`config.mk`:
```
export PLATFORM = sky130hd
export DESIGN_NAME = msec_front
export DESIGN_NICKNAME = d
export VERILOG_FILES = /design/src/rtl/assert_macros.svh /design/src/rtl/msec_pkg.sv /design/src/rtl/msec_front.sv
export SDC_FILE = /design/constraint.sdc
export NUM_CORES = 1
export LEC_CHECK = 0
export ABC_AREA = 1
export BUFFER_PORTS_ARGS = -buffer_cell sky130_fd_sc_hd__buf_2
export CELL_PAD_IN_SITES_DETAIL_PLACEMENT = 1
export CELL_PAD_IN_SITES_GLOBAL_PLACEMENT = 2
export CORE_UTILIZATION = 24
export CTS_BUF_LIST = sky130_fd_sc_hd__clkbuf_16
export DETAILED_ROUTE_END_ITERATION = 10
export GPL_TIMING_DRIVEN = 1
export PLACE_DENSITY_LB_ADDON = 0.25
export SYNTH_ARGS = -nofsm -noshare
export SYNTH_HDL_FRONTEND = slang
export SYNTH_SLANG_ARGS = --single-unit
```
`constraint.sdc`:
```
create_clock -name clk -period 4.3 [get_ports clk]
set_clock_uncertainty 0.05 [all_clocks]
set_input_delay 0.43 -clock clk [delete_from_list [all_inputs] [get_ports clk]]
set_output_delay 0.43 -clock clk [all_outputs]
set_load 0.01 [all_outputs]
```
`src/rtl/assert_macros.svh`:
```
// assertion macros shared by the stack engine rtl
// depends on: nothing; users must have clk and arst_n in scope
`ifndef ASSERT_MACROS_SVH
`define ASSERT_MACROS_SVH
`ifndef NO_ASSERTIONS
`define ASSERT_IMPLIES(lbl, ante, cons) \
	lbl: assert property (@(posedge clk) disable iff (!arst_n) (ante) |-> (cons)) \
		else $error("assertion failed");
`define ASSERT_NEVER(lbl, cond) \
	lbl: assert property (@(posedge clk) disable iff (!arst_n) !(cond)) \
		else $error("assertion failed");
`else
`define ASSERT_IMPLIES(lbl, ante, cons)
`define ASSERT_NEVER(lbl, cond)
`endif
`endif

```
`src/rtl/msec_pkg.sv`:
```
// shared types and constants of the multi stack engine
// depends on: nothing
`timescale 1ns / 1ps
package msec_pkg;
	localparam int NUM_STACKS_DEF  = 16;
	localparam int MAX_DEPTH_DEF   = 64;
	localparam int VALUE_WIDTH_DEF = 64;

	localparam int ID_W        = 4;
	localparam int DATA_W      = 64;
	localparam int CAP_W       = 8;
	localparam int FILL_OUT_W  = 7;
	localparam int CMD_W       = 2;
	localparam int STATUS_W    = 3;
	localparam int QUEUE_DEPTH = 2;

	localparam int S_TDATA_W = 80;
	localparam int M_TDATA_W = 80;

	typedef enum logic [CMD_W-1:0] {
		CMD_ALLOC,
		CMD_PUSH,
		CMD_POP,
		CMD_QUERY
	} cmd_t;

	typedef enum logic [STATUS_W-1:0] {
		ST_OK,
		ST_NO_FREE,
		ST_FULL,
		ST_EMPTY,
		ST_NOT_ALLOC
	} status_t;

	typedef struct packed {
		cmd_t              cmd;
		logic [ID_W-1:0]   id;
		logic [DATA_W-1:0] value;
		logic [CAP_W-1:0]  cap;
	} item_t;
endpackage

```
`src/rtl/msec_front.sv`:
```
// front stage: takes requests, decodes the command and saturates the capacity
// depends on: msec_pkg
`timescale 1ns / 1ps
module msec_front #(
	parameter int MAX_DEPTH = msec_pkg::MAX_DEPTH_DEF
) (
	input  logic                           clk,
	input  logic                           arst_n,
	input  logic                           s_axis_tvalid,
	output logic                           s_axis_tready,
	input  logic [msec_pkg::S_TDATA_W-1:0] s_axis_tdata, // stack_id, push_value, capacity
	input  logic [msec_pkg::CMD_W-1:0]     s_axis_tuser, // cmd
	output logic                           q_valid,
	input  logic                           q_ready,
	output msec_pkg::item_t                q_item
);
	localparam int VAL_LSB = msec_pkg::ID_W;
	localparam int CAP_LSB = VAL_LSB + msec_pkg::DATA_W;
	localparam logic [msec_pkg::CAP_W-1:0] CAP_MAX = msec_pkg::CAP_W'(MAX_DEPTH);

	logic                          valid_s1;
	msec_pkg::item_t               item_s1;
	msec_pkg::item_t               item_d;
	logic [msec_pkg::CAP_W-1:0]    cap_in;

	always_comb begin
		cap_in       = s_axis_tdata[CAP_LSB +: msec_pkg::CAP_W];
		item_d.cmd   = msec_pkg::cmd_t'(s_axis_tuser);
		item_d.id    = s_axis_tdata[0 +: msec_pkg::ID_W];
		item_d.value = s_axis_tdata[VAL_LSB +: msec_pkg::DATA_W];
		// capacity saturates at the per-stack region size
		item_d.cap   = (cap_in > CAP_MAX) ? CAP_MAX : cap_in;
	end

	assign s_axis_tready = !valid_s1 || q_ready;
	assign q_valid       = valid_s1;
	assign q_item        = item_s1;

	always_ff @(posedge clk or negedge arst_n) begin
		if (!arst_n) begin
			valid_s1 <= 1'b0;
		end else if (s_axis_tready) begin
			valid_s1 <= s_axis_tvalid;
		end
	end

	always_ff @(posedge clk) begin
		if (s_axis_tvalid && s_axis_tready) begin
			item_s1 <= item_d;
		end
	end
endmodule

```
==> qor.yml <==
drt:
  drt-initial-drc-count: 47
  wl_per_cell_um: 13.8
  drc: 0
  ant_nets: 0
  drt-vias-per-instance: 3.81
  routed_wl_mm: 5.80
  firstDrtPassIters: 4
  vias: 1598
sta:
  max_freq_mhz: 537
  setup_viol: 0
  relSlewSlack: 0.484
  hold_viol: 0
  maxSlewViolCount: 0
  fin_tns_setup_ns: 0
  whs_ns: 0.224
  min_period_ns: 1.86
  worst_pin_slew_ns: 0.772
  finalCritPeriodShare: 0.433
  rsz0062_at_grt: "false"
  worst_slack_ns: 2.44
setup_path:
  reg2reg_depth: 2
  crit_arrival_ns: 1.81
  r2r-start: "q_valid$_DFFE_PN0P_"
  regToRegSetupSlack_ns: 2.44
  crit_required_ns: 4.24
  worstSetupPathType: "reg2reg"
  cp_max_fo: 56
  end_kind: "flip-flop"
  reg2reg_to: "q_item[35]$_DFFE_PP_"
  start_kind: "flip-flop"
floorplan:
  core_area_um2: 9910
  io_pins: 166
  fp-row-count: 36
  die_h_um: 104
  die-area_um2: 10700
  fp.dieW_um: 104
  start_util: 0.250
run:
  drv_cap: 0
placement:
  place_hpwl_mm: 4.34
  gp_congestion: 0.684
  io_buffers: 161
  pre_cts_slack_ns: 2.28
  placed_area_um2: 3480
pwr:
  vdd_drop_max_mv: 0.189
  p_per_area_nw_per_um2: 496
  p_leak_uw: 0.00166
logic_synthesis:
  yosys.area_share.adder: 0
  syn_area_um2: 2480
  ys_ff_latch: 79
  synth_mux_area_frac: 0
  synth_area_per_cell_um2: 23.4
  syn_inst: 106
  synthXorXnorAreaFrac: 0
  synth_top_family_by_area: "simple AND/OR/NAND/NOR gates"
  synth_cell_types: 8
  yosysSeqAreaShare: 0.956
  syn-num-nets: 192
  synth_compound_gate_area_share: 0.00202
  yosys_warnings: 0
  synthSimpleGateAreaFrac: 0.0273
run_status:
  outcome: "completed"
clocking:
  clock_latency_ns: 0.32
  htree_num_levels: 3
  cts_sinks: 79
  clk_pin_slew_ns: 0.06
  cts_buffers: 9
  cts_root_buf: "clkbuf_16"
  cts_setup_buffers: 0
  cts_tree: "built"
  cts_buffer_depth: 2
hold_path:
  worstHoldEndpoint: "q_item[15]$_DFFE_PP_"
  hold_depth: 1
  hold_path_startpoint: "s_axis_tdata[11]"
  hold_path_class: "in2reg"
finish:
  drive_gt1_frac: 0.635
  mostFrequentLayoutCells: "buf_2 (161), edfxtp_1 (78), inv_1 (10)"
  design_area_um2: 3840
  nets: 366
  area_growth_syn_to_layout_pct: 54.9
  final_common_cell: "buf_2"
global_routing:
  grt_pass1_vias: 1717
  grt_usage: 0.115
  grt_pass1_wl_mm: 9.25
  antenna_found_initial: 1
  grt_max_degree: 57
  overflow: 0
routing by layer:
| layer | routed length (µm) | up-vias | GRT usage | part of all wire |
|---|---|---|---|---|
| li1 | - | 741 | - | - |
| met5 | 0 | - | 0 | 0 |
| met2 | 2700 | 96 | 0.181 | 0.47 |
| met1 | 2320 | 748 | 0.126 | 0.40 |
| met3 | 610 | 13 | 0.0516 | 0.11 |
| met4 | 166 | 0 | 0.0683 | 0.029 |
metrics by stage:
step                      power (µW)  utilization  cells
after detailed placement        1050        0.351    401
after floorplan                  970            -    106
final                           1900        0.387    419
after global placement          1050        0.351    401
after CTS                       1940        0.387    418
after global routing            1980        0.387    418
registers in the layout (all words and copies together), names as in the netlist:
| signal | flops |
|---|---|
| q_item | 78 |
| q_valid | 1 |
power breakdown:
group / switching [µW] / internal (µW)
sequential: 9.35 / 897
combinational: 71.7 / 57.1
clock: 299 / 570
total: 380 / 1520
worst max-delay path, stage by stage (launching register included):
cell,delay (ns)
dfrtp_1,0.42
a21oi_4,0.65
buf_12,0.37
timing repair:
action,in CTS,in global routing
endpoints found under the hold margin,1,0
gates resized for setup,0,0
hold buffers,1,0
worst max path at each step:
stage	start	end	slack [ns]	cells after the start
final	q_valid$_DFFE_PN0P_	q_item[35]$_DFFE_PP_	2.44	2
after CTS	q_valid$_DFFE_PN0P_	q_item[25]$_DFFE_PP_	2.42	2
after global routing	q_valid$_DFFE_PN0P_	q_item[35]$_DFFE_PP_	2.32	2
after global placement	q_ready	q_item[52]$_DFFE_PP_	2.29	4
after detailed placement	q_ready	q_item[52]$_DFFE_PP_	2.28	4
after floorplan	q_ready	q_item[0]$_SDFFCE_PN0P_	1.06	2
cell usage after synthesis (all sizes together):
library cell | n | area, µm²
edfxtp | 78 | 2340
inv | 9 | 33.8
conb | 1 | 3.75
a21oi | 1 | 5.00
dfrtp | 1 | 25.0
nand2 | 4 | 15.0
nor2 | 12 | 52.6
final cells by class:
class | count | area (µm²)
antenna | 1 | 2.50
clock buffer | 9 | 225
clock inverter | 7 | 120
fill | 1071 | 6070
inverter | 9 | 33.8
multi-input combinational | 18 | 87.6
sequential | 79 | 2370
tap | 133 | 166
timing repair buffer | 163 | 836
logic make-up (layout without fill, tap and decap cells):
kind of cell           count (synthesis)  after routing
AO/OA/AOI/OAI                          1              1
AND/OR/NAND/NOR                       16             16
buffers and inverters                  9            188
flip-flops                            79             79
other                                  1              2
(Power assumes the default switching activity.)
