<file path="src/rtl/assert_macros.svh">
// assertion macros shared by the stack engine rtl
// depends on: nothing; users must have clk and arst_n in scope
`ifndef ASSERT_MACROS_SVH
`define ASSERT_MACROS_SVH
`ifndef NO_ASSERTIONS
`define ASSERT_IMPLIES(lbl, ante, cons) \
	lbl: assert property (@(posedge clk) disable iff (!arst_n) (ante) |-> (cons)) \
		else $error("assertion failed");
`define ASSERT_NEVER(lbl, cond) \
	lbl: assert property (@(posedge clk) disable iff (!arst_n) !(cond)) \
		else $error("assertion failed");
`else
`define ASSERT_IMPLIES(lbl, ante, cons)
`define ASSERT_NEVER(lbl, cond)
`endif
`endif

</file>
<file path="src/rtl/msec_pkg.sv">
// shared types and constants of the multi stack engine
// depends on: nothing
`timescale 1ns / 1ps
package msec_pkg;
	localparam int NUM_STACKS_DEF  = 16;
	localparam int MAX_DEPTH_DEF   = 64;
	localparam int VALUE_WIDTH_DEF = 64;

	localparam int ID_W        = 4;
	localparam int DATA_W      = 64;
	localparam int CAP_W       = 8;
	localparam int FILL_OUT_W  = 7;
	localparam int CMD_W       = 2;
	localparam int STATUS_W    = 3;
	localparam int QUEUE_DEPTH = 2;

	localparam int S_TDATA_W = 80;
	localparam int M_TDATA_W = 80;

	typedef enum logic [CMD_W-1:0] {
		CMD_ALLOC,
		CMD_PUSH,
		CMD_POP,
		CMD_QUERY
	} cmd_t;

	typedef enum logic [STATUS_W-1:0] {
		ST_OK,
		ST_NO_FREE,
		ST_FULL,
		ST_EMPTY,
		ST_NOT_ALLOC
	} status_t;

	typedef struct packed {
		cmd_t              cmd;
		logic [ID_W-1:0]   id;
		logic [DATA_W-1:0] value;
		logic [CAP_W-1:0]  cap;
	} item_t;
endpackage

</file>
<file path="src/rtl/msec_queue.sv">
// short request queue between the front and back stages
// depends on: msec_pkg
`timescale 1ns / 1ps
module msec_queue (
	input  logic            clk,
	input  logic            arst_n,
	input  logic            in_valid,
	output logic            in_ready,
	input  msec_pkg::item_t in_item,
	output logic            out_valid,
	input  logic            out_ready,
	output msec_pkg::item_t out_item
);
	localparam int PTR_W = (msec_pkg::QUEUE_DEPTH > 1) ? $clog2(msec_pkg::QUEUE_DEPTH) : 1;
	localparam int CNT_W = $clog2(msec_pkg::QUEUE_DEPTH + 1);
	localparam logic [PTR_W-1:0] PTR_LAST = PTR_W'(msec_pkg::QUEUE_DEPTH - 1);
	localparam logic [CNT_W-1:0] CNT_FULL = CNT_W'(msec_pkg::QUEUE_DEPTH);

	msec_pkg::item_t  entries_q [msec_pkg::QUEUE_DEPTH];
	logic [PTR_W-1:0] wr_ptr_q;
	logic [PTR_W-1:0] rd_ptr_q;
	logic [CNT_W-1:0] count_q;
	logic             do_wr;
	logic             do_rd;

	assign in_ready  = (count_q != CNT_FULL);
	assign out_valid = (count_q != '0);
	assign out_item  = entries_q[rd_ptr_q];
	assign do_wr     = in_valid && in_ready;
	assign do_rd     = out_valid && out_ready;

	always_ff @(posedge clk or negedge arst_n) begin
		if (!arst_n) begin
			wr_ptr_q <= '0;
			rd_ptr_q <= '0;
			count_q  <= '0;
		end else begin
			if (do_wr) begin
				wr_ptr_q <= (wr_ptr_q == PTR_LAST) ? '0 : wr_ptr_q + 1'b1;
			end
			if (do_rd) begin
				rd_ptr_q <= (rd_ptr_q == PTR_LAST) ? '0 : rd_ptr_q + 1'b1;
			end
			if (do_wr && !do_rd) begin
				count_q <= count_q + 1'b1;
			end else if (do_rd && !do_wr) begin
				count_q <= count_q - 1'b1;
			end
		end
	end

	always_ff @(posedge clk) begin
		if (do_wr) begin
			entries_q[wr_ptr_q] <= in_item;
		end
	end
endmodule

</file>
<file path="config.mk">
export PLATFORM = sky130hd
export DESIGN_NAME = msec_queue
export DESIGN_NICKNAME = d
export VERILOG_FILES = /design/src/rtl/assert_macros.svh /design/src/rtl/msec_pkg.sv /design/src/rtl/msec_queue.sv
export SDC_FILE = /design/constraint.sdc
export NUM_CORES = 1
export LEC_CHECK = 0
export ABC_AREA = 1
export BUFFER_PORTS_ARGS = -buffer_cell sky130_fd_sc_hd__buf_2
export CELL_PAD_IN_SITES_DETAIL_PLACEMENT = 0
export CELL_PAD_IN_SITES_GLOBAL_PLACEMENT = 1
export CORE_MARGIN = 2
export CORE_UTILIZATION = 41
export DETAILED_ROUTE_END_ITERATION = 10
export GPL_TIMING_DRIVEN = 0
export PLACE_DENSITY_LB_ADDON = 0.1
export SLEW_MARGIN = 20
export SYNTH_ARGS = -nofsm -noshare
export SYNTH_HDL_FRONTEND = slang
export SYNTH_SLANG_ARGS = --single-unit
export TNS_END_PERCENT = 100
</file>
<file path="constraint.sdc">
create_clock -name clk -period 5.85 [get_ports clk]
set_input_delay 1.4625 -clock clk [delete_from_list [all_inputs] [get_ports clk]]
set_output_delay 1.4625 -clock clk [all_outputs]
set_load 0.005 [all_outputs]
</file>
==> summary.txt, run 1 <==
Logic synthesis
  • Area contributors post-synth: edfxtp_1 80%, nand2_1 16%, dfrtp_1 1.7%, buf_2 1.0%, buf_6 0.57%
  • Simple logic cell fraction of the synthesized area: 15.95%
  • Avg Synthesized Cell Area: 13.51 um^2
  • Yosys cell types: 14
  • XOR/XNOR share of the synthesized area: 0.2973%
  • Post-Synth Adder-Cell Area: 0.2124%
  • #FFs+latches synth: 160
  • Syn Nets: 519
  • Share of the synthesized area in the top cell type: 79.51%
  • Post-synthesis cell area: 5892 um^2
  • Compound-Gate Fraction of Synth Area: 0%
  • Sequential element share of the synthesized area: 81.21%
  • Biggest area consumer among synthesized cells: edfxtp_1
  • Syn Inst Count: 436
  • Ys Warns: 0
  • Mux cell area share after synthesis: 0%
  • Largest family of logic cells by synthesized area: simple AND/OR/NAND/NOR gates

Job
  • Max-Cap Viols: 0

Timing
  • Slew headroom: 54.55%
  • Worst setup margin: 2.803 ns
  • Final Max Slew Viols: 0
  • Worst Tran Pin Value: 0.6801 ns
  • Worst Skew: 0.006063 ns
  • Final period utilization: 52.09%
  • Fin crit period: 3.047 ns
  • Maximum clock frequency: 328.2 MHz
  • Setup violators final: 0
  • Fin. Hold Viols: 0
  • Hold slack: 0.5027 ns
  • RSZ-0062 raised after global routing: no

Drt
  • Final wirelength: 11.88 mm
  • 1st-pass router iterations: 4
  • Vias per cell: 4.545
  • ANT nets after route: 0
  • Routed via count: 3709
  • 1st-iter DRT viols: 205
  • DR WL/cell: 14.56 um
  • Drc violations: 0

Critical path
  • Critical path peak fanout: 10
  • Setup CP Type: flop to primary output
  • Largest delay share family, worst path: buffers and inverters
  • CP Buf/Inv Count: 5
  • Worst Setup End Kind: primary output
  • Cell at the slowest stage of the critical path: dfrtp_1
  • Worst-path cell chain: buf_4 -> inv_4 -> buf_6 -> buf_6 -> nand2_1 -> nand2_1 -> buf_2
  • R2r setup slk: 3.77 ns
  • Required time worst endpoint: 4.39 ns
  • Worst path max stage delay: 0.36 ns
  • Crit start category: flop
  • Critical path arrival: 1.58 ns

GRT
  • Grt ovf: 0
  • First-pass GRT wire length: 18.13 mm
  • Initial antenna violation count: 1
  • Vias in the first global route: 3695
  • Largest net degree at the start of global routing: 26
  • Total GRT Usage: 16.32%

Clock tree
  • Clk slew on worst S/H paths: 0.06 ns
  • Sink Count: 160
  • Cts hold-fix bufs: 0
  • Num CTS Buffers: 17
  • Post-CTS sizing: 0
  • Postcts setup bufs: 0
  • Clock latency on the worst-skew pair: 0.42 ns
  • Max clock buf depth: 2
  • Root buffer selected by CTS: clkbuf_16
  • Htree depth: 4
  • CTS tree: yes

Final layout
  • # fillers: 1232
  • Area grow syn2layout: 30.86%
  • Nets: 705
  • Share of cells above drive strength 1: 34.17%
  • Multi-input gate area: 984.7 um^2
  • Register Area: 4785 um^2
  • Final Util: 55.33%

Floorplanning
  • Core Box Area: 13930 um^2
  • I/O pin total: 162
  • Initial core utilization: 42.28%
  • Die Span Y: 123.9 um
  • Die Span X: 123.9 um
  • Rows: 43
  • Die Footprint: 15350 um^2

Pwr
  • PD cells: 512.7 nW/um^2
  • P_leak: 3.361 nW
  • Worst-case vdd ir drop: 0.2403 mV
  • PnR Total Power: 3.953 mW

Worst hold path
  • Hold Path Class: flop to flop

Placed design
  • Count of input and output buffers: 161
  • Pre-CTS setup slack: 2.727 ns
  • Global placer's final weighted congestion: 0.6702
  • Detail Placement HPWL: 8.319 mm

Status
  • Status: finished, final reports clean
-- report_power, final --
group	leakage, nW	switching (mW)	internal (mW)
Sequential	1.50	0.0583	1.56
Combinational	1.56	0.718	0.471
Clock	0.302	0.428	0.713
Total	3.36	1.20	2.75
-- state kept, by name, indices dropped and copies added (netlist names) --
name / count
entries_q: 156
count_q: 2
rd_ptr_q: 1
wr_ptr_q: 1
-- cell type report --
| type | instances | area share (%) |
|---|---|---|
| diodes | 1 | 0.03246 |
| plain buffers | 17 | 1.412 |
| clock buffers | 18 | 5.566 |
| clock inverters | 14 | 2.467 |
| inverters | 7 | 0.3733 |
| multi-input cells | 252 | 12.77 |
| flip-flops and latches | 160 | 62.06 |
| well taps | 180 | 2.921 |
| repair buffers | 167 | 12.40 |
-- layout by cell type (no fill, tap or decap), types with 2 or more instances in the layout --
master     instances
nand2_1          244
buf_2            173
edfxtp_1         156
clkbuf_16         17
inv_1              6
clkinv_4           4
bufinv_16          4
dfrtp_1            4
buf_16             4
buf_6              3
clkinv_2           3
buf_4              2
nor2_4             2
nand3_1            2
buf_12             2
-- synth_stat cells, drive strengths merged --
library cell / number
nand2: 244
edfxtp: 156
buf: 17
inv: 7
dfrtp: 4
nand3: 2
nor2: 2
ha: 1
nand4: 1
xnor2: 1
xor2: 1
-- worst reg2reg max path: cells and delay by family (launching register included) --
family                 cells  cell delay (ns)
AND/OR/NAND/NOR            3             0.84
buffers and inverters      3             0.55
flip-flops                 1             0.38
-- path summary, 6_finish.rpt --
path | to | start | depth (start not counted)
worst max-delay path | out_item[48] | rd_ptr_q$_DFFE_PN0P_ | 7
worst min-delay path | count_q[0]$_DFFE_PN0P_ | count_q[0]$_DFFE_PN0P_ | 1
worst max register to register | entries_q[1][24]$_DFFE_PP_ | count_q[0]$_DFFE_PN0P_ | 6
worst min register to register | count_q[0]$_DFFE_PN0P_ | count_q[0]$_DFFE_PN0P_ | 1
max in group asynchronous | wr_ptr_q$_DFFE_PN0P_ | arst_n | 1
min in group asynchronous | rd_ptr_q$_DFFE_PN0P_ | arst_n | 1
-- metrics by stage --
| stage | cell area, um^2 | setup TNS, ns | instances |
|---|---|---|---|
| 2_1_floorplan | 5892 | 0 | 436 |
| 3_3_place_gp | 6923 | -265.46 | 777 |
| 3_5_place_dp | 7088 | 0 | 783 |
| 4_1_cts | 7707 | 0 | 815 |
| 5_1_grt | 7707 | 0 | 815 |
| 6_report | 7710 | 0 | 816 |
-- logic make-up after synthesis --
kind of cell | count (synthesis)
XOR/XNOR | 2
flip-flops | 160
buffers and inverters | 24
AND/OR/NAND/NOR | 249
adder cells (fa/ha/maj) | 1
-- per-layer routing --
metal	up-vias	wire, um	track usage [%]
met5	-	0	0
met1	1726	4735	18.32
li1	1848	-	-
met3	18	1006	6.731
met2	117	5901	27.30
met4	0	236	7.244
Note: power is estimated with default switching activity, not from simulation.
==> run 2: changes to the inputs <==
- ABC_AREA: 1 -> 0
- CORE_UTILIZATION: 41 -> 44
- clock period: 5.85 -> 3.2 ns (I/O delays scaled with it)
==> run 2 against run 1 <==
Clock skew down 0.0013 ns. Design area is 2.5% lower. Non-clock buffer count is 10 lower. Utilization is 1.9 points higher. Global-route usage down 1.5 points.
==> summary.txt, run 2 <==
Status
  • Status: finished, final reports clean (unchanged)

Clock tree
  • Cts hold-fix bufs: 0 (unchanged)
  • Clk slew on worst S/H paths: 0.05 ns (was 0.06 ns)
  • Htree depth: 4 (unchanged)
  • Clock latency on the worst-skew pair: 0.41 ns (was 0.42 ns)
  • Num CTS Buffers: 17 (unchanged)
  • CTS tree: yes (unchanged)
  • Max clock buf depth: 2 (unchanged)
  • Post-CTS sizing: 0 (unchanged)
  • Postcts setup bufs: 0 (unchanged)
  • Sink Count: 160 (unchanged)
  • Root buffer selected by CTS: clkbuf_16 (unchanged)

Final layout
  • Post-route insts no fill: 633 (was 816)
  • Biggest register: entries_q (unchanged)
  • Nets: 528 (was 705)
  • Design area: 7521 um^2 (was 7710 um^2)
  • Share of cells above drive strength 1: 61.05% (was 34.17%)
  • Regs by FF count: entries_q (156), count_q (2) (unchanged)
  • # fillers: 1085 (was 1232)
  • Register Area: 4785 um^2 (unchanged)
  • Multi-input gate area: 1018 um^2 (was 984.7 um^2)
  • Max reg flops: 156 (unchanged)
  • Area grow syn2layout: 28.39% (was 30.86%)
  • Number of diodes: 0 (was 1)
  • Commonest non-fill, non-tap cell in the layout: buf_2 (was nand2_1)
  • Most frequent cells in the layout: 167 x buf_2, 156 x edfxtp_1, 68 x mux2_2 (was 244 x nand2_1, 173 x buf_2, 156 x edfxtp_1)

Logic synthesis
  • Most frequent cell after synthesis: edfxtp_1 (was nand2_1)
  • Yosys cell types: 15 (was 14)
  • Area contributors post-synth: edfxtp_1 80%, mux2_2 13%, mux2_4 2.6%, dfrtp_1 1.7%, buf_6 0.58% (was edfxtp_1 80%, nand2_1 16%, dfrtp_1 1.7%, buf_2 1.0%, buf_6 0.57%)
  • Top FF cell, synth: edfxtp_1 (unchanged)
  • Biggest area consumer among synthesized cells: edfxtp_1 (unchanged)
  • Synth async-reset ratio: 2.500% (unchanged)
  • Share of the synthesized area in the top cell type: 79.97% (was 79.51%)
  • Syn Nets: 344 (was 519)
  • Sequential element share of the synthesized area: 81.67% (was 81.21%)
  • #FFs+latches synth: 160 (unchanged)
  • EDFF count, synth: 156 (unchanged)
  • Synth top cells by count: 156 x edfxtp_1, 68 x mux2_2, 10 x mux2_4, 6 x buf_2, 4 x dfrtp_1 (was 244 x nand2_1, 156 x edfxtp_1, 12 x buf_2, 6 x inv_1, 4 x dfrtp_1)
  • Syn Inst Count: 261 (was 436)
  • Post-synthesis cell area: 5858 um^2 (was 5892 um^2)
  • Ys Warns: 0 (unchanged)
  • Avg Synthesized Cell Area: 22.44 um^2 (was 13.51 um^2)

Timing
  • Worst Tran Pin Value: 0.6500 ns (was 0.6801 ns)
  • Slew headroom: 56.67% (was 54.55%)
  • Setup TNS: 0 ns (unchanged)
  • Final Max Slew Viols: 0 (unchanged)
  • Fin. Hold Viols: 0 (unchanged)
  • Setup violators final: 0 (unchanged)
  • Fin crit period: 2.464 ns
  • Final period utilization: 77.01%
  • Worst Skew: 0.004719 ns (was 0.006063 ns)
  • RSZ-0062 raised after global routing: no (unchanged)
  • Hold slack: 0.1869 ns (was 0.5027 ns)
  • Maximum clock frequency: 405.8 MHz

Floorplanning
  • Initial core utilization: 44.59% (was 42.28%)
  • Rows: 42 (was 43)
  • Die Footprint: 14250 um^2 (was 15350 um^2)
  • Die Span Y: 119.4 um (was 123.9 um)
  • Core Box Area: 13140 um^2 (was 13930 um^2)
  • I/O pin total: 162 (unchanged)
  • Die Span X: 119.4 um (was 123.9 um)

GRT
  • Initial antenna violation count: 0 (was 1)
  • Largest net degree at the start of global routing: 45 (was 26)
  • Grt ovf: 0 (unchanged)
  • First-pass GRT wire length: 15.67 mm (was 18.13 mm)
  • Vias in the first global route: 3096 (was 3695)
  • Total GRT Usage: 14.85% (was 16.32%)

Pwr
  • P_int: 4.995 mW (was 2.749 mW)
  • PD cells: 896.5 nW/um^2 (was 512.7 nW/um^2)
  • Power share of the combinational group: 28.4% (was 30.1%)
  • Worst-case vdd ir drop: 0.6445 mV (was 0.2403 mV)
  • PnR Total Power: 6.743 mW (was 3.953 mW)
  • P_sw: 1.747 mW (was 1.204 mW)
  • Sequential Power Share: 44.0% (was 41.1%)
  • Clock power frac: 27.6% (was 28.9%)
  • Sw frac: 25.91% (was 30.46%)
  • P_leak: 2.872 nW (was 3.361 nW)

Drt
  • 1st-iter DRT viols: 157 (was 205)
  • Vias per cell: 4.711 (was 4.545)
  • 1st-pass router iterations: 4 (unchanged)
  • Drc violations: 0 (unchanged)
  • Routed via count: 2982 (was 3709)
  • DR WL/cell: 16.14 um (was 14.56 um)
  • Final wirelength: 10.22 mm (was 11.88 mm)
  • ANT nets after route: 0 (unchanged)

Critical path
  • Critical path peak fanout: 10 (unchanged)
  • Critical path arrival: 1.66 ns (was 1.58 ns)
  • Setup CP Type: flop to primary output (unchanged)
  • Worst reg2reg path endpoint: entries_q[0][17]$_DFFE_PP_ (was entries_q[1][24]$_DFFE_PP_)
  • Worst Setup End Kind: primary output (unchanged)
  • Crit start category: flop (unchanged)
  • R2r setup slk: 1.31 ns (was 3.77 ns)
  • Timing endpoint of the critical path: out_item[47] (was out_item[48])
  • CP startpoint: rd_ptr_q$_DFFE_PN0P_ (unchanged)
  • Required time worst endpoint: 2.40 ns (was 4.39 ns)
  • R2R Path Start: count_q[0]$_DFFE_PN0P_ (unchanged)
  • R2R cell count: 5 (was 6)

Placed design
  • Detail Placement HPWL: 6.711 mm (was 8.319 mm)
  • Global placer's final weighted congestion: 0.6819 (was 0.6702)
  • Count of input and output buffers: 161 (unchanged)
  • Inst Count DP: 602 (was 783)
  • Area after DPL: 6984 um^2 (was 7088 um^2)

Job
  • Max-Cap Viols: 0 (unchanged)

Worst hold path
  • Hold Path Class: input pin to asynchronous set/reset pin (was flop to flop)
## run 2: cell types whose count changed after synthesis, sizes merged
| cell | before | now |
|---|---|---|
| nand2 | 244 | 2 |
| mux2 | 0 | 78 |
| buf | 17 | 9 |
| inv | 7 | 1 |
| nand3 | 2 | 0 |
| xnor2 | 1 | 3 |
| and3 | 0 | 1 |
| nand2b | 0 | 1 |
| nand4 | 1 | 0 |
| or2 | 0 | 1 |
| xor2 | 1 | 2 |
## run 2: cells by family (layout without fill, tap and decap cells)
family                   count (synthesis)  after routing  synth area share, %
adder cells (fa/ha/maj)                  1              1               0.2135
AND/OR/NAND/NOR                          7              7               0.5770
buffers and inverters                   10            206                1.153
XOR/XNOR                                 5              5               0.7477
multiplexers                            78             78                15.63
flip-flops                             160            160                81.67
## run 2: power groups by stage
stage	registers (mW)	logic (mW)	clock network, mW
4_1_cts	2.97	1.98	1.91
3_5_place_dp	3.02	1.97	0
2_1_floorplan	3.01	1.15	0
6_report	2.97	1.92	1.86
5_1_grt	3.01	2.11	2.00
3_3_place_gp	3.04	1.88	0
## run 2: how the worst min path moves through the flow
stage | from | to | slack, ns | cells after the start
after floorplan | count_q[1]$_DFFE_PN0P_ | count_q[1]$_DFFE_PN0P_ | 0.46 | 1
after global placement | count_q[1]$_DFFE_PN0P_ | count_q[1]$_DFFE_PN0P_ | 0.48 | 1
after detailed placement | count_q[1]$_DFFE_PN0P_ | count_q[1]$_DFFE_PN0P_ | 0.49 | 1
after CTS | arst_n | wr_ptr_q$_DFFE_PN0P_ | 0.16 | 1
after global routing | arst_n | wr_ptr_q$_DFFE_PN0P_ | 0.16 | 1
final | arst_n | count_q[1]$_DFFE_PN0P_ | 0.19 | 1
## run 2: worst max-delay path: stages, from the launching register on
cell and delay, ns:
dfrtp_1 0.34, buf_6 0.13, buf_6 0.16, buf_6 0.19, mux2_4 0.30, buf_2 0.13
## run 2: per-layer routing
metal,global-route usage [%],share of wire [%],up-vias
met5,0,0,-
met3,6.178,7.2,16
met1,17.46,41,1463
met2,23.38,49,101
li1,-,-,1402
met4,7.794,2.3,0
## run 2: per-stage QoR
step	util, %	setup slack, ns
final	57.25	0.7358
after detailed placement	53.16	0.9641
after global routing	57.25	0.6119
after CTS	57.25	0.6738
after floorplan	-	0.09562
after global placement	52.46	-1.129
## run 2: cell type report
| type | count | share of cell area (%) |
|---|---|---|
| multi-input combinational | 91 | 13.54 |
| inverter | 1 | 0.04991 |
| timing repair buffer | 165 | 11.88 |
| tap | 176 | 2.928 |
| clock inverter | 9 | 1.231 |
| clock buffer | 22 | 5.906 |
| buffer | 9 | 0.8484 |
| sequential | 160 | 63.62 |
==> run 3: changes to the inputs <==
- ABC_AREA: 0 -> 1
- CORE_UTILIZATION: 44 -> 41
- clock period: 3.2 -> 2.4 ns (I/O delays scaled with it)
==> run 3 against run 2 <==
Sequential power grew 33%. Flip-flop and latch count is the same. First-iteration DRC count grew 18%. Non-clock buffer count grew 11. Design area grew 1.5%. Power grew 38%. Critical path depth grew 2. Die area grew 7.7%. Count of clock-buffer cells in the layout shrank 5. Utilization shrank 2.5 points. Register-to-register slack lost 0.79 ns.
==> summary.txt, run 3 (synthesized netlist as in run 1, its figures left out) <==
Clock tree
  • Num CTS Buffers: 17 (unchanged)
  • Sink Count: 160 (unchanged)
  • Max clock buf depth: 2 (unchanged)
  • Post-CTS sizing: 0 (unchanged)
  • Root buffer selected by CTS: clkbuf_16 (unchanged)
  • Clock latency on the worst-skew pair: 0.42 ns (was 0.41 ns)
  • CTS tree: yes (unchanged)
  • Clk slew on worst S/H paths: 0.06 ns (was 0.05 ns)
  • Htree depth: 4 (unchanged)
  • Postcts setup bufs: 0 (unchanged)

Pwr
  • P_leak: 3.325 nW (was 2.872 nW)
  • Sequential Power Share: 42.4% (was 44.0%)
  • Clock power frac: 26.9% (was 27.6%)
  • P_sw: 2.887 mW (was 1.747 mW)
  • Power share of the combinational group: 30.7% (was 28.4%)
  • Sw frac: 30.95% (was 25.91%)
  • PD cells: 1222 nW/um^2 (was 896.5 nW/um^2)
  • P_int: 6.442 mW (was 4.995 mW)
  • Worst-case vdd ir drop: 0.5558 mV (was 0.6445 mV)

Drt
  • ANT nets after route: 0 (unchanged)
  • 1st-pass router iterations: 4 (unchanged)
  • Routed via count: 3694 (was 2982)
  • DR WL/cell: 14.49 um (was 16.14 um)
  • 1st-iter DRT viols: 186 (was 157)
  • Final wirelength: 11.81 mm (was 10.22 mm)
  • Drc violations: 0 (unchanged)
  • Vias per cell: 4.533 (was 4.711)

Status
  • Status: finished, final reports clean (unchanged)

GRT
  • Largest net degree at the start of global routing: 26 (was 45)
  • Vias in the first global route: 3586 (was 3096)
  • First-pass GRT wire length: 17.99 mm (was 15.67 mm)
  • Total GRT Usage: 16.23% (was 14.85%)
  • Grt ovf: 0 (unchanged)
  • Initial antenna violation count: 0 (unchanged)

Final layout
  • Post-route insts no fill: 815 (was 633)
  • Biggest register: entries_q (unchanged)
  • Max reg flops: 156 (unchanged)
  • Commonest non-fill, non-tap cell in the layout: nand2_1 (was buf_2)
  • Most frequent cells in the layout: 244 x nand2_1, 173 x buf_2, 156 x edfxtp_1 (was 167 x buf_2, 156 x edfxtp_1, 68 x mux2_2)
  • Share of cells above drive strength 1: 34.02% (was 61.05%)
  • Number of diodes: 0 (unchanged)
  • Area grow syn2layout: 29.56% (was 28.39%)
  • Regs by FF count: entries_q (156), count_q (2) (unchanged)
  • Register Area: 4785 um^2 (unchanged)
  • Final Util: 54.78% (was 57.25%)
  • Nets: 706 (was 528)
  • # fillers: 1195 (was 1085)
  • Multi-input gate area: 984.7 um^2 (was 1018 um^2)

Timing
  • Worst Skew: 0.005609 ns (was 0.004719 ns)
  • Slew headroom: 67.37% (was 56.67%)
  • Fin. Hold Viols: 0 (unchanged)
  • Worst Tran Pin Value: 0.4883 ns (was 0.6500 ns)
  • RSZ-0062 raised after global routing: no (unchanged)
  • Maximum clock frequency: 452.5 MHz
  • Setup violators final: 0 (unchanged)
  • Final period utilization: 92.07%
  • Final Max Slew Viols: 0 (unchanged)
  • Fin crit period: 2.210 ns
  • Worst setup margin: 0.1903 ns (was 0.7358 ns)

Critical path
  • Cell at the slowest stage of the critical path: dfrtp_1 (unchanged)
  • Worst Setup End Kind: primary output (unchanged)
  • Worst-path cell chain: buf_4 -> inv_4 -> buf_6 -> buf_6 -> nand2_1 -> nand2_1 -> buf_2 (was buf_6 -> buf_6 -> buf_6 -> mux2_4 -> buf_2)
  • Worst path max stage delay: 0.36 ns (was 0.34 ns)
  • Crit start category: flop (unchanged)
  • Setup CP Type: flop to primary output (unchanged)
  • R2R cell count: 6 (was 5)
  • Required time worst endpoint: 1.80 ns (was 2.40 ns)
  • Critical path arrival: 1.61 ns (was 1.66 ns)
  • Critical path peak fanout: 10 (unchanged)
  • CP startpoint: rd_ptr_q$_DFFE_PN0P_ (unchanged)
  • R2R Path Start: count_q[0]$_DFFE_PN0P_ (unchanged)

Floorplanning
  • Die Footprint: 15350 um^2 (was 14250 um^2)
  • Die Span Y: 123.9 um (was 119.4 um)
  • Die Span X: 123.9 um (was 119.4 um)
  • Rows: 43 (was 42)
  • Core Box Area: 13930 um^2 (was 13140 um^2)
  • Initial core utilization: 42.28% (was 44.59%)
  • I/O pin total: 162 (unchanged)

Job
  • Max-Cap Viols: 0 (unchanged)

Placed design
  • Pre-CTS setup slack: 0.3225 ns (was 0.9641 ns)
  • Detail Placement HPWL: 8.127 mm (was 6.711 mm)
  • Inst Count DP: 783 (was 602)
  • Count of input and output buffers: 161 (unchanged)
  • Global placer's final weighted congestion: 0.7455 (was 0.6819)

Worst hold path
  • WHS Path Cells: 1
  • HP Start: in_item[75]
  • Hold Path Class: input pin to flop (was input pin to asynchronous set/reset pin)
-- run 3: changes by cell type in the layout (fill, tap and decap cells not counted), moves of 3 or more --
cell,change
clkinvlp_4,+3
clkbuf_1,-5
buf_2,+6
mux2_4,-10
nand2_1,+242
inv_1,+5
mux2_2,-68
-- run 3: layer usage --
layer	wire length (um)	up-vias	GRT usage, %	part of all wire [%]
li1	-	1839	-	-
met1	4868	1732	18.84	41
met2	5837	105	26.58	49
met3	863	18	6.364	7.3
met4	240	0	7.457	2.0
met5	0	-	0	0
-- run 3: power groups by stage --
stage / registers (mW) / clock network [mW] / logic [mW]
2_1_floorplan: 4.03 / 0 / 1.50
3_3_place_gp: 4.07 / 0 / 2.73
3_5_place_dp: 4.02 / 0 / 2.96
4_1_cts: 3.96 / 2.57 / 2.97
5_1_grt: 4.01 / 2.69 / 3.29
6_report: 3.96 / 2.51 / 2.86
-- run 3: path summary, 6_finish.rpt --
check | to | slack [ns]
setup / recovery | out_item[52] | 0.19
hold / removal | entries_q[1][75]$_DFFE_PP_ | 0.37
setup reg to reg | entries_q[1][46]$_DFFE_PP_ | 0.52
hold reg to reg | count_q[0]$_DFFE_PN0P_ | 0.49
max in group asynchronous | count_q[1]$_DFFE_PN0P_ | 1.75
min in group asynchronous | count_q[0]$_DFFE_PN0P_ | 0.52
-- run 3: through the flow --
| step | hold slack, ns | area (um^2) | TNS, ns | power [mW] |
|---|---|---|---|---|
| 4_1_cts | 0.3478 | 7634 | 0 | 9.505 |
| 6_report | 0.3679 | 7634 | 0 | 9.330 |
| 5_1_grt | 0.3456 | 7634 | 0 | 9.990 |
| 3_3_place_gp | 0.4117 | 6928 | -323.69 | 6.806 |
| 3_5_place_dp | 0.4132 | 7073 | 0 | 6.975 |
| 2_1_floorplan | 0.3044 | 5897 | -122.18 | 5.529 |
-- run 3: cell type report --
cell class                      count  area share, %
Inverter                            7         0.3770
Buffer                             17          1.426
Timing Repair Buffer              168          12.46
Tap cell                          180          2.950
Clock buffer                       17          5.573
Multi-Input combinational cell    252          12.90
Sequential cell                   160          62.68
Clock inverter                     14          1.639
-- run 3: repair_timing --
item                                    in CTS  in global routing
hold buffers                                 1                  0
endpoints found under the setup margin       0                  0
endpoints found under the hold margin        4                  0
-- run 3: critical path: cells and delay by family (launching register included) --
family,cells,cell delay (ns)
buffers and inverters,5,0.70
DFF,1,0.36
and+or+nand+nor,2,0.13
